## src/sv/btint_pkg.sv

```systemverilog
package btint_pkg;

  typedef struct packed {
    logic              op;
    logic [5:0]        point_index;
    logic signed [31:0] x_value;
    logic signed [31:0] y_value;
  } in_item_t;

  typedef struct packed {
    logic signed [31:0] result_value;
    logic               status;
  } out_item_t;

  typedef struct packed {
    logic [1:0] interp_mode;
    logic       bounds_mode;
    logic [6:0] point_count;
  } cfg_t;

  // controller -> datapath
  typedef struct packed {
    logic       accept;
    logic [1:0] rd_sel;
    logic       cap_lo;
    logic       bnd_eval;
    logic       scan_start;
    logic       scan_step;
    logic       mod_fix;
    logic       div_mod;
    logic       div_frac;
    logic       res_sel;
    logic       mul_lo;
    logic       mul_hi;
    logic       mul_sum;
    logic       lerp_fin;
    logic       out_load;
    logic       out_query;
  } cmd_t;

  // datapath -> controller
  typedef struct packed {
    logic wrap_go;
    logic div_busy;
    logic scan_done;
    logic need_lerp;
    logic out_busy;
  } sts_t;

  localparam logic OP_WRITE = 1'b0;
  localparam logic OP_QUERY = 1'b1;

  localparam logic STATUS_WRITE_ACK = 1'b0;
  localparam logic STATUS_QUERY     = 1'b1;

  localparam logic [1:0] IMODE_LINEAR  = 2'd0;
  localparam logic [1:0] IMODE_NEAREST = 2'd1;
  localparam logic [1:0] IMODE_LOWER   = 2'd2;

  localparam logic BMODE_CLAMP = 1'b0;
  localparam logic BMODE_WRAP  = 1'b1;

  localparam int ADDR_W = 4;
  localparam logic [1:0] REG_INTERP = 2'd0;
  localparam logic [1:0] REG_BOUNDS = 2'd1;
  localparam logic [1:0] REG_COUNT  = 2'd2;

  localparam logic [1:0] RD_ZERO = 2'd0;
  localparam logic [1:0] RD_LAST = 2'd1;
  localparam logic [1:0] RD_SCAN = 2'd2;

  localparam logic [5:0] DIV_STEPS_MOD  = 6'd33;
  localparam logic [5:0] DIV_STEPS_FRAC = 6'd31;

  localparam logic [1:0] INTERP_RESET = IMODE_LINEAR;
  localparam logic       BOUNDS_RESET = BMODE_CLAMP;
  localparam logic [6:0] COUNT_RESET  = 7'd2;

endpackage

```

## src/sv/btint_ctrl.sv

```systemverilog
module btint_ctrl (
  input  logic              clk,
  input  logic              rst,
  input  logic              in_valid,
  input  logic              in_op,
  output logic              in_ready,
  input  btint_pkg::sts_t   sts,
  output btint_pkg::cmd_t   cmd
);

  localparam logic [3:0] S_IDLE = 4'd0;
  localparam logic [3:0] S_WACK = 4'd1;
  localparam logic [3:0] S_RD0  = 4'd2;
  localparam logic [3:0] S_RDN  = 4'd3;
  localparam logic [3:0] S_BND  = 4'd4;
  localparam logic [3:0] S_MOD  = 4'd5;
  localparam logic [3:0] S_FIX  = 4'd6;
  localparam logic [3:0] S_SCAN = 4'd7;
  localparam logic [3:0] S_SEL  = 4'd8;
  localparam logic [3:0] S_DIV  = 4'd9;
  localparam logic [3:0] S_MUL1 = 4'd10;
  localparam logic [3:0] S_MUL2 = 4'd11;
  localparam logic [3:0] S_SUM  = 4'd12;
  localparam logic [3:0] S_FIN  = 4'd13;
  localparam logic [3:0] S_DONE = 4'd14;

  logic [3:0] state;
  logic [3:0] state_next;

  always_ff @(posedge clk) begin
    if (rst) begin
      state <= S_IDLE;
    end else begin
      state <= state_next;
    end
  end

  always_comb begin
    cmd        = '0;
    state_next = state;
    in_ready   = (state == S_IDLE);
    case (state)
      S_IDLE: begin
        if (in_valid) begin
          cmd.accept = 1'b1;
          state_next = (in_op == btint_pkg::OP_QUERY) ? S_RD0 : S_WACK;
        end
      end
      S_WACK: begin
        if (!sts.out_busy) begin
          cmd.out_load  = 1'b1;
          cmd.out_query = 1'b0;
          state_next    = S_IDLE;
        end
      end
      S_RD0: begin
        cmd.rd_sel = btint_pkg::RD_ZERO;
        state_next = S_RDN;
      end
      S_RDN: begin
        cmd.rd_sel = btint_pkg::RD_LAST;
        cmd.cap_lo = 1'b1;
        state_next = S_BND;
      end
      S_BND: begin
        cmd.bnd_eval = 1'b1;
        if (sts.wrap_go) begin
          cmd.div_mod = 1'b1;
          state_next  = S_MOD;
        end else begin
          cmd.scan_start = 1'b1;
          state_next     = S_SCAN;
        end
      end
      S_MOD: begin
        if (!sts.div_busy) begin
          state_next = S_FIX;
        end
      end
      S_FIX: begin
        cmd.mod_fix    = 1'b1;
        cmd.scan_start = 1'b1;
        state_next     = S_SCAN;
      end
      S_SCAN: begin
        cmd.rd_sel    = btint_pkg::RD_SCAN;
        cmd.scan_step = 1'b1;
        if (sts.scan_done) begin
          state_next = S_SEL;
        end
      end
      S_SEL: begin
        if (sts.need_lerp) begin
          cmd.div_frac = 1'b1;
          state_next   = S_DIV;
        end else begin
          cmd.res_sel = 1'b1;
          state_next  = S_DONE;
        end
      end
      S_DIV: begin
        if (!sts.div_busy) begin
          state_next = S_MUL1;
        end
      end
      S_MUL1: begin
        cmd.mul_lo = 1'b1;
        state_next = S_MUL2;
      end
      S_MUL2: begin
        cmd.mul_hi = 1'b1;
        state_next = S_SUM;
      end
      S_SUM: begin
        cmd.mul_sum = 1'b1;
        state_next  = S_FIN;
      end
      S_FIN: begin
        cmd.lerp_fin = 1'b1;
        state_next   = S_DONE;
      end
      S_DONE: begin
        if (!sts.out_busy) begin
          cmd.out_load  = 1'b1;
          cmd.out_query = 1'b1;
          state_next    = S_IDLE;
        end
      end
      default: begin
        state_next = S_IDLE;
      end
    endcase
  end

endmodule

```

## config.mk

```make
export PLATFORM = sky130hd
export DESIGN_NAME = btint_ctrl
export DESIGN_NICKNAME = d
export VERILOG_FILES = /design/src/sv/btint_pkg.sv /design/src/sv/btint_ctrl.sv
export SDC_FILE = /design/constraint.sdc
export NUM_CORES = 1
export LEC_CHECK = 0
export BUFFER_PORTS_ARGS = -buffer_cell sky130_fd_sc_hd__buf_4
export CAP_MARGIN = 20
export CORE_AREA = 2 2 39 41
export CTS_BUF_LIST = sky130_fd_sc_hd__clkbuf_4 sky130_fd_sc_hd__clkbuf_8
export CTS_CLUSTER_DIAMETER = 200
export CTS_CLUSTER_SIZE = 40
export DETAILED_ROUTE_END_ITERATION = 10
export DIE_AREA = 0 0 41 43
export PLACE_DENSITY = 0.78
export SLEW_MARGIN = 10
export SYNTH_ARGS = -nofsm -noshare
export SYNTH_HDL_FRONTEND = slang
export SYNTH_SLANG_ARGS = --single-unit
export TNS_END_PERCENT = 1
```

## constraint.sdc

```tcl
create_clock -name clk -period 4.5 [get_ports clk]
set_clock_uncertainty 0.05 [all_clocks]
set_input_delay 0.675 -clock clk [delete_from_list [all_inputs] [get_ports clk]]
set_output_delay 0.675 -clock clk [all_outputs]
set_load 0.05 [all_outputs]
```

; Word level (Yosys, flattened, before mapping)
; Cells that the tools add are included.
[classes]
div_mod_pow = 0
shift = 0
n_addsub = 0
mul = 0
eq_ne = 19
magnitude_cmp = 0
reduce_logical = 3
bitwise = 0
muxes = 30
[op_table]
columns = cell, count
row1 = $pmux W4 S14, 1
row2 = $eq A4 B4 Y1 const B, 7
row3 = $mux W4, 5
row4 = $eq A4 B3 Y1 const B, 4
row5 = $mux W1, 15
row6 = $mux W2, 5
row7 = $ne A2 B2 Y1 const B, 5
row8 = $eq A4 B2 Y1 const B, 2
row9 = $pmux W2 S2, 2
row10 = $reduce_and A5 Y1, 1
row11 = $eq A4 B1 Y1 const B, 1
row12 = $logic_not A4 Y1, 1
row13 = $mux W3, 1
row14 = $pmux W1 S2, 1
row15 = $reduce_or A2 Y1, 1
[totals]
latchBits = 0
mem_count = 0
regBits = 4
out_inout_bits = 18
mem_bits_rw = 0
elab_cells = 53
in_bits = 9
mem_bits_ro = 0

; Longest topological paths before layout
; Gate-level depths: netlist of run 1.
[depth]
ltp_word = 4
ltp_mapped = 6
mapped_depth_nobuf = 4

; Least setup slack after synthesis of run 1
; OpenSTA, ideal clock, no wires.
[synth_timing]
kind = flip-flop to output port
from = register state[3]
to = output port cmd[7] (netlist bit)
t_required_ns = 3.775
stages_incl_launch_ff = 5
path_buffers = 2
setup_slack_ns = 1.266
t_arrival_ns = 2.509
cell_sequence = dfxtp_1 -> buf_6 -> clkbuf_1 -> nand2_1 -> nor4b_1
[synth_lines]
columns = element, line
row1 = "start, declared", btint_ctrl.sv:27  ; logic [3:0] state;
row2 = "start signal, assigned", btint_ctrl.sv:34  ; state <= state_next;
row3 = "end, declared", btint_ctrl.sv:8  ; output btint_pkg::cmd_t cmd

==> results of run 1 <==
==> cell type report <==
class                           count  area share
Multi-Input combinational cell     65       0.553
Sequential cell                     4       0.109
Clock buffer                        3      0.0306
Inverter                            3      0.0153
Tap cell                           16      0.0272
Timing Repair Buffer               26       0.265
==> kinds of logic (layout without fill, tap and decap cells) <==
kind of cell	count (synthesis)	after routing	synth area share
multiplexers	1	1	0.0181
flip-flops	4	4	0.145
buffers and inverters	12	32	0.118
AO/OA/AOI/OAI	18	18	0.260
AND/OR/NAND/NOR	46	46	0.459
==> per-stage QoR <==
step           area (sq um)  cells  worst slack, ps  power [mW]   util
2_1_floorplan           553     81             1270       0.340      -
3_3_place_gp            714    114             2250       0.401  0.516
3_5_place_dp            714    114             2210       0.406  0.516
4_1_cts                 737    117             1950       0.454  0.533
5_1_grt                 737    117             1770       0.487  0.533
6_report                737    117             1980       0.452  0.533
==> worst min path at each step <==
stage | endpoint | startpoint | cells after the start | slack (ps)
detailed placement | state[3] | state[3] | 2 | 730
global route | state[3] | rst | 2 | 570
finish | state[3] | rst | 2 | 580
global placement | state[3] | state[3] | 2 | 710
CTS | state[3] | rst | 2 | 570
floorplan | state[3] | state[1] | 3 | 630
==> routing by layer <==
metal	up-vias	wire (microns)
met1	309	649
met3	0	88
met2	15	726
met5	-	0
met4	0	0
li1	331	-
==> power by group <==
group,switching [mW],total [mW],internal [mW],leakage (nW)
combinational,0.187,0.302,0.115,0.269
clock,0.0158,0.0457,0.0299,0.0138
sequential,0.0564,0.105,0.0484,0.0329
total,0.259,0.452,0.193,0.315
==> cell usage in the layout, fill, tap and decap left out <==
| cell type | Yosys | final |
|---|---|---|
| a311oi_1 | 2 | 2 |
| nand3_1 | 1 | 1 |
| nor4b_1 | 1 | 1 |
| o32ai_2 | 1 | 1 |
| nor4_1 | 2 | 2 |
| and4b_1 | 1 | 1 |
| a31o_1 | 1 | 1 |
| nand2b_1 | 7 | 7 |
| nor2b_1 | 2 | 2 |
| nand2_1 | 5 | 5 |
| clkbuf_4 | 0 | 3 |
| a21boi_0 | 1 | 1 |
| nor4_2 | 1 | 1 |
| a21o_1 | 1 | 1 |
| a41o_1 | 1 | 1 |
| inv_1 | 2 | 2 |
| o2bb2ai_1 | 1 | 1 |
| o21bai_1 | 1 | 1 |
| mux2i_1 | 1 | 1 |
| o221ai_1 | 1 | 1 |
| o311a_1 | 1 | 1 |
| buf_4 | 2 | 26 |
| or4_1 | 1 | 1 |
| nor3_1 | 5 | 5 |
| nor2_1 | 13 | 13 |
| nand3b_1 | 2 | 2 |
| and2_1 | 3 | 3 |
| dfxtp_1 | 4 | 4 |
| o21a_1 | 1 | 1 |
| a2111oi_0 | 1 | 1 |
| or3b_1 | 1 | 1 |
| inv_2 | 1 | 1 |
| o21ai_0 | 4 | 4 |
| a21oi_1 | 1 | 1 |
| or2_2 | 1 | 1 |
==> flow_summary.ini, run 1 <==
[clocking]
cts.sinks = 4
root_buffer = clkbuf_4
numCtsBuffers = 3
ctsHoldBuffers = 0
htreeDepth = 1
cts_setup_buffers = 0
clk_pin_slew_ps = 40
cts_tree = done
clock_path_buffers = 2
insertion_delay_ps = 240
cts_resized = 0

[drt]
drt_wl_total_microns = 1460
antenna_left = 0
drc = 0
routedWlPerCell_microns = 12.5
drtPass1Iterations = 4
vias_per_cell = 5.60
vias = 655
drtIter0Drc = 14

[global_route]
gr-usage-met3 = 0.0785
grt_pass1_vias = 515
grt_max_degree = 20
grt_antenna_before_repair = 0
grt_use_total = 0.181
grt_busiest_layer = met2
grt_use_met2 = 0.288
globalRouteOverflowTotal = 0
grt_pass1_wl_microns = 2240
grt_util_met1 = 0.234

[pwr]
ir_drop_v = 0.000373
p_per_area_nw_per_um2 = 614
p_leak_nw = 0.315

[finish]
largest_registers = state: 4 flops
seq_area_sq_um = 80.1
multi_input_area_sq_um = 408
syn2layout_area_growth_pct = 33.3
n_antenna_cell = 0
largest_reg_flops = 4
drive_gt1_frac = 0.327
final_nets = 112
top_register = state
num-fill-cells = 143

[setup_path]
path_delay_family = flip-flops
r2r_cells = 4
cpPeakStageDelay_ps = 700
critPathBufInv = 1
cp.depth = 3
cp-start-kind = flop
cp_cell_sequence = nand2_1, nor4b_1, buf_4
worstSetupPathType = reg -> out
crit_start = state[3]
required_ps = 3770
r2r-start = state[3]
ff2ff_setup_slack_ps = 2590
r2r_end = state[3]
cpMaxStageDelayCell = dfxtp_1
critical_path.endpoint = cmd[7]
end_kind = output port
crit_arrival_ps = 1790
crit_fanout = 19

[timing]
slew_violations = 0
min_period_over_period = 0.559
finalSetupViolCount = 0
whs_ps = 581
worst_slew_pin_slew_ps = 610
fin_crit_ps = 2520
hold_viol_final = 0
rsz0062_at_grt = false
fin_tns_setup_ps = 0
slew-limit-headroom = 0.593
timing.fmax_mhz = 398

[synth]
syn_area_per_cell_sq_um = 6.83
synth.area.top_cells = dfxtp_1 14%, nor2_1 8.8%, nand2b_1 7.9%
synth_nets = 90
ys_seq_area_frac = 0.145
synthCells = 81
ys_ff_latch = 4
synth_top_area_frac = 0.145
synth_edf_count = 0
netlist_area_sq_um = 553
synth_most_common_cell = nor2_1
synth_common_cells = 13 x nor2_1, 7 x nand2b_1, 5 x nand2_1, 5 x nor3_1
ys_warn_count = 0
synth.distinct_cells = 37
synth_async_sr_flop_share = 0
synthFlopType = dfxtp_1
synth_top_area_cell = dfxtp_1

[placed_design]
place.gp.congestion = 0.800
port_buffers = 26
dp_hpwl_microns = 1100

[die]
ios = 27
die_w_microns = 41
die_h_microns = 43
dieArea_sq_um = 1760
core_area_sq_um = 1380
rows = 14
start_util = 0.400

[hold_path]
hold_class = in -> reg

[run_status]
run_status = finished clean

[run]
maxCapViolCount = 0
Note: power is estimated with default switching activity, not from simulation.
==> run 2: changes to the inputs <==
==> constraint.sdc (replaced) <==
create_clock -name clk -period 2.34 [get_ports clk]
set_clock_uncertainty 0.05 [all_clocks]
set_input_delay 0.351 -clock clk [delete_from_list [all_inputs] [get_ports clk]]
set_output_delay 0.351 -clock clk [all_outputs]
set_load 0.05 [all_outputs]
==> run 2 against run 1 <==
  * Total power is 92% higher
  * Design area is 0.85% higher
  * Via count shrank 2.3%
  * Highest routed layer unchanged
  * Largest cell class unchanged
==> flow_summary.ini, run 2 (synthesis gave the netlist of run 1 again) <==
[timing]
min_period_over_period = 0.931
slew-limit-headroom = 0.583
slew_violations = 0
timing.fmax_mhz = 459
worst_slew_pin_slew_ps = 625
finalSetupViolCount = 0
rsz0062_at_grt = false
fin_ws_ps = 162
fin_crit_ps = 2180
hold_viol_final = 0

[global_route]
grt_max_degree = 20
grt_pass1_wl_microns = 2120
grt_use_total = 0.169
gr-usage-met3 = 0.0471
grt_use_met2 = 0.263
grt_util_met1 = 0.232
globalRouteOverflowTotal = 0
grt_pass1_vias = 487
grt_antenna_before_repair = 0
grt_busiest_layer = met2

[drt]
routedWlPerCell_microns = 11.9
drtIter0Drc = 10
antenna_left = 0
drc = 0
vias_per_cell = 5.47
drtPass1Iterations = 4
vias = 640
drt_wl_total_microns = 1400

[setup_path]
required_ps = 1940
cp_cell_sequence = nand2_1, nor4b_2, buf_4
crit_arrival_ps = 1780
path_delay_family = flip-flops
cp.depth = 3
end_kind = output port
crit_start = state[3]
r2r-start = state[3]
cpMaxStageDelayCell = dfxtp_1
ff2ff_setup_slack_ps = 430
critical_path.endpoint = cmd[7]
cp-start-kind = flop
worstSetupPathType = reg -> out
critPathBufInv = 1
r2r_cells = 4
r2r_end = state[3]
cpPeakStageDelay_ps = 710
crit_fanout = 19

[die]
core_area_sq_um = 1380
ios = 27
rows = 14
die_w_microns = 41
dieArea_sq_um = 1760
start_util = 0.400
die_h_microns = 43

[clocking]
clk_pin_slew_ps = 40
ctsHoldBuffers = 0
cts.sinks = 4
insertion_delay_ps = 230
cts_tree = done
cts_setup_buffers = 0
root_buffer = clkbuf_4
clock_path_buffers = 2
htreeDepth = 1
numCtsBuffers = 3
cts_resized = 0

[finish]
utilization = 0.537
final_cells = 117
top_register = state
drive_gt1_frac = 0.337
n_antenna_cell = 0
syn2layout_area_growth_pct = 34.4
final_nets = 112
num-fill-cells = 141
final_cell_mix = 26 x buf_4, 13 x nor2_1, 7 x nand2b_1, 5 x nand2_1, 5 x nor3_1
fin_area_sq_um = 743
largest_registers = state: 4 flops
largest_reg_flops = 4
layout_commonest_cell = buf_4

[pwr]
p_leak_nw = 0.317
ir_drop_v = 0.000554
p_per_area_nw_per_um2 = 1170

[placed_design]
place_inst = 114
post_dp_cell_area_sq_um = 721
place.gp.congestion = 0.838
post-place-ws_ps = 448
port_buffers = 26
dp_hpwl_microns = 1040

[run]
maxCapViolCount = 0

[hold_path]
hold_class = in -> reg

[run_status]
run_status = finished clean
run 2: cell count changes in the layout (fill, tap and decap cells not counted):
cell,previous run,this run
nor4b_1,1,0
nor4b_2,0,1
run 2: power by group:
group / internal (mW) / switching (mW) / total [mW]
logic: 0.221 / 0.364 / 0.585
clock network: 0.0572 / 0.0256 / 0.0828
registers: 0.0931 / 0.107 / 0.200
total: 0.371 / 0.496 / 0.867
run 2: final cells by class:
type | instances | area (sq um) | share of cell area
multi-input cells | 65 | 414 | 0.557
repair buffers | 26 | 195 | 0.263
flip-flops and latches | 4 | 80.1 | 0.108
clock buffers | 3 | 22.5 | 0.0303
well taps | 16 | 20.0 | 0.0269
inverters | 3 | 11.3 | 0.0152
run 2: worst min-delay path by stage:
stage	startpoint	to	slack, ps	cells after the start
5_1_grt	rst	state[3]	260	2
3_5_place_dp	rst	state[3]	500	2
6_report	rst	state[3]	260	2
4_1_cts	rst	state[3]	250	2
3_3_place_gp	rst	state[3]	500	2
2_1_floorplan	rst	state[3]	370	1
run 2: per-layer routing:
layer | vias up | routed length, microns
li1 | 339 | -
met1 | 289 | 628
met2 | 12 | 705
met3 | 0 | 62
met4 | 0 | 0
met5 | - | 0
run 2: per-stage QoR:
| step | TNS, ps | hold slack [ps] | power (mW) |
|---|---|---|---|
| after floorplan | -1040 | 370 | 0.657 |
| after global placement | 0 | 496 | 0.774 |
| after detailed placement | 0 | 496 | 0.782 |
| after CTS | 0 | 248 | 0.871 |
| after global routing | 0 | 257 | 0.939 |
| final | 0 | 259 | 0.867 |
run 2: worst reg2reg max path, cell delays in order, from the launching register on:
cell and delay (ps):
dfxtp_1 710, mux2i_1 290, o32ai_2 160, or4_1 490
a21oi_1 150
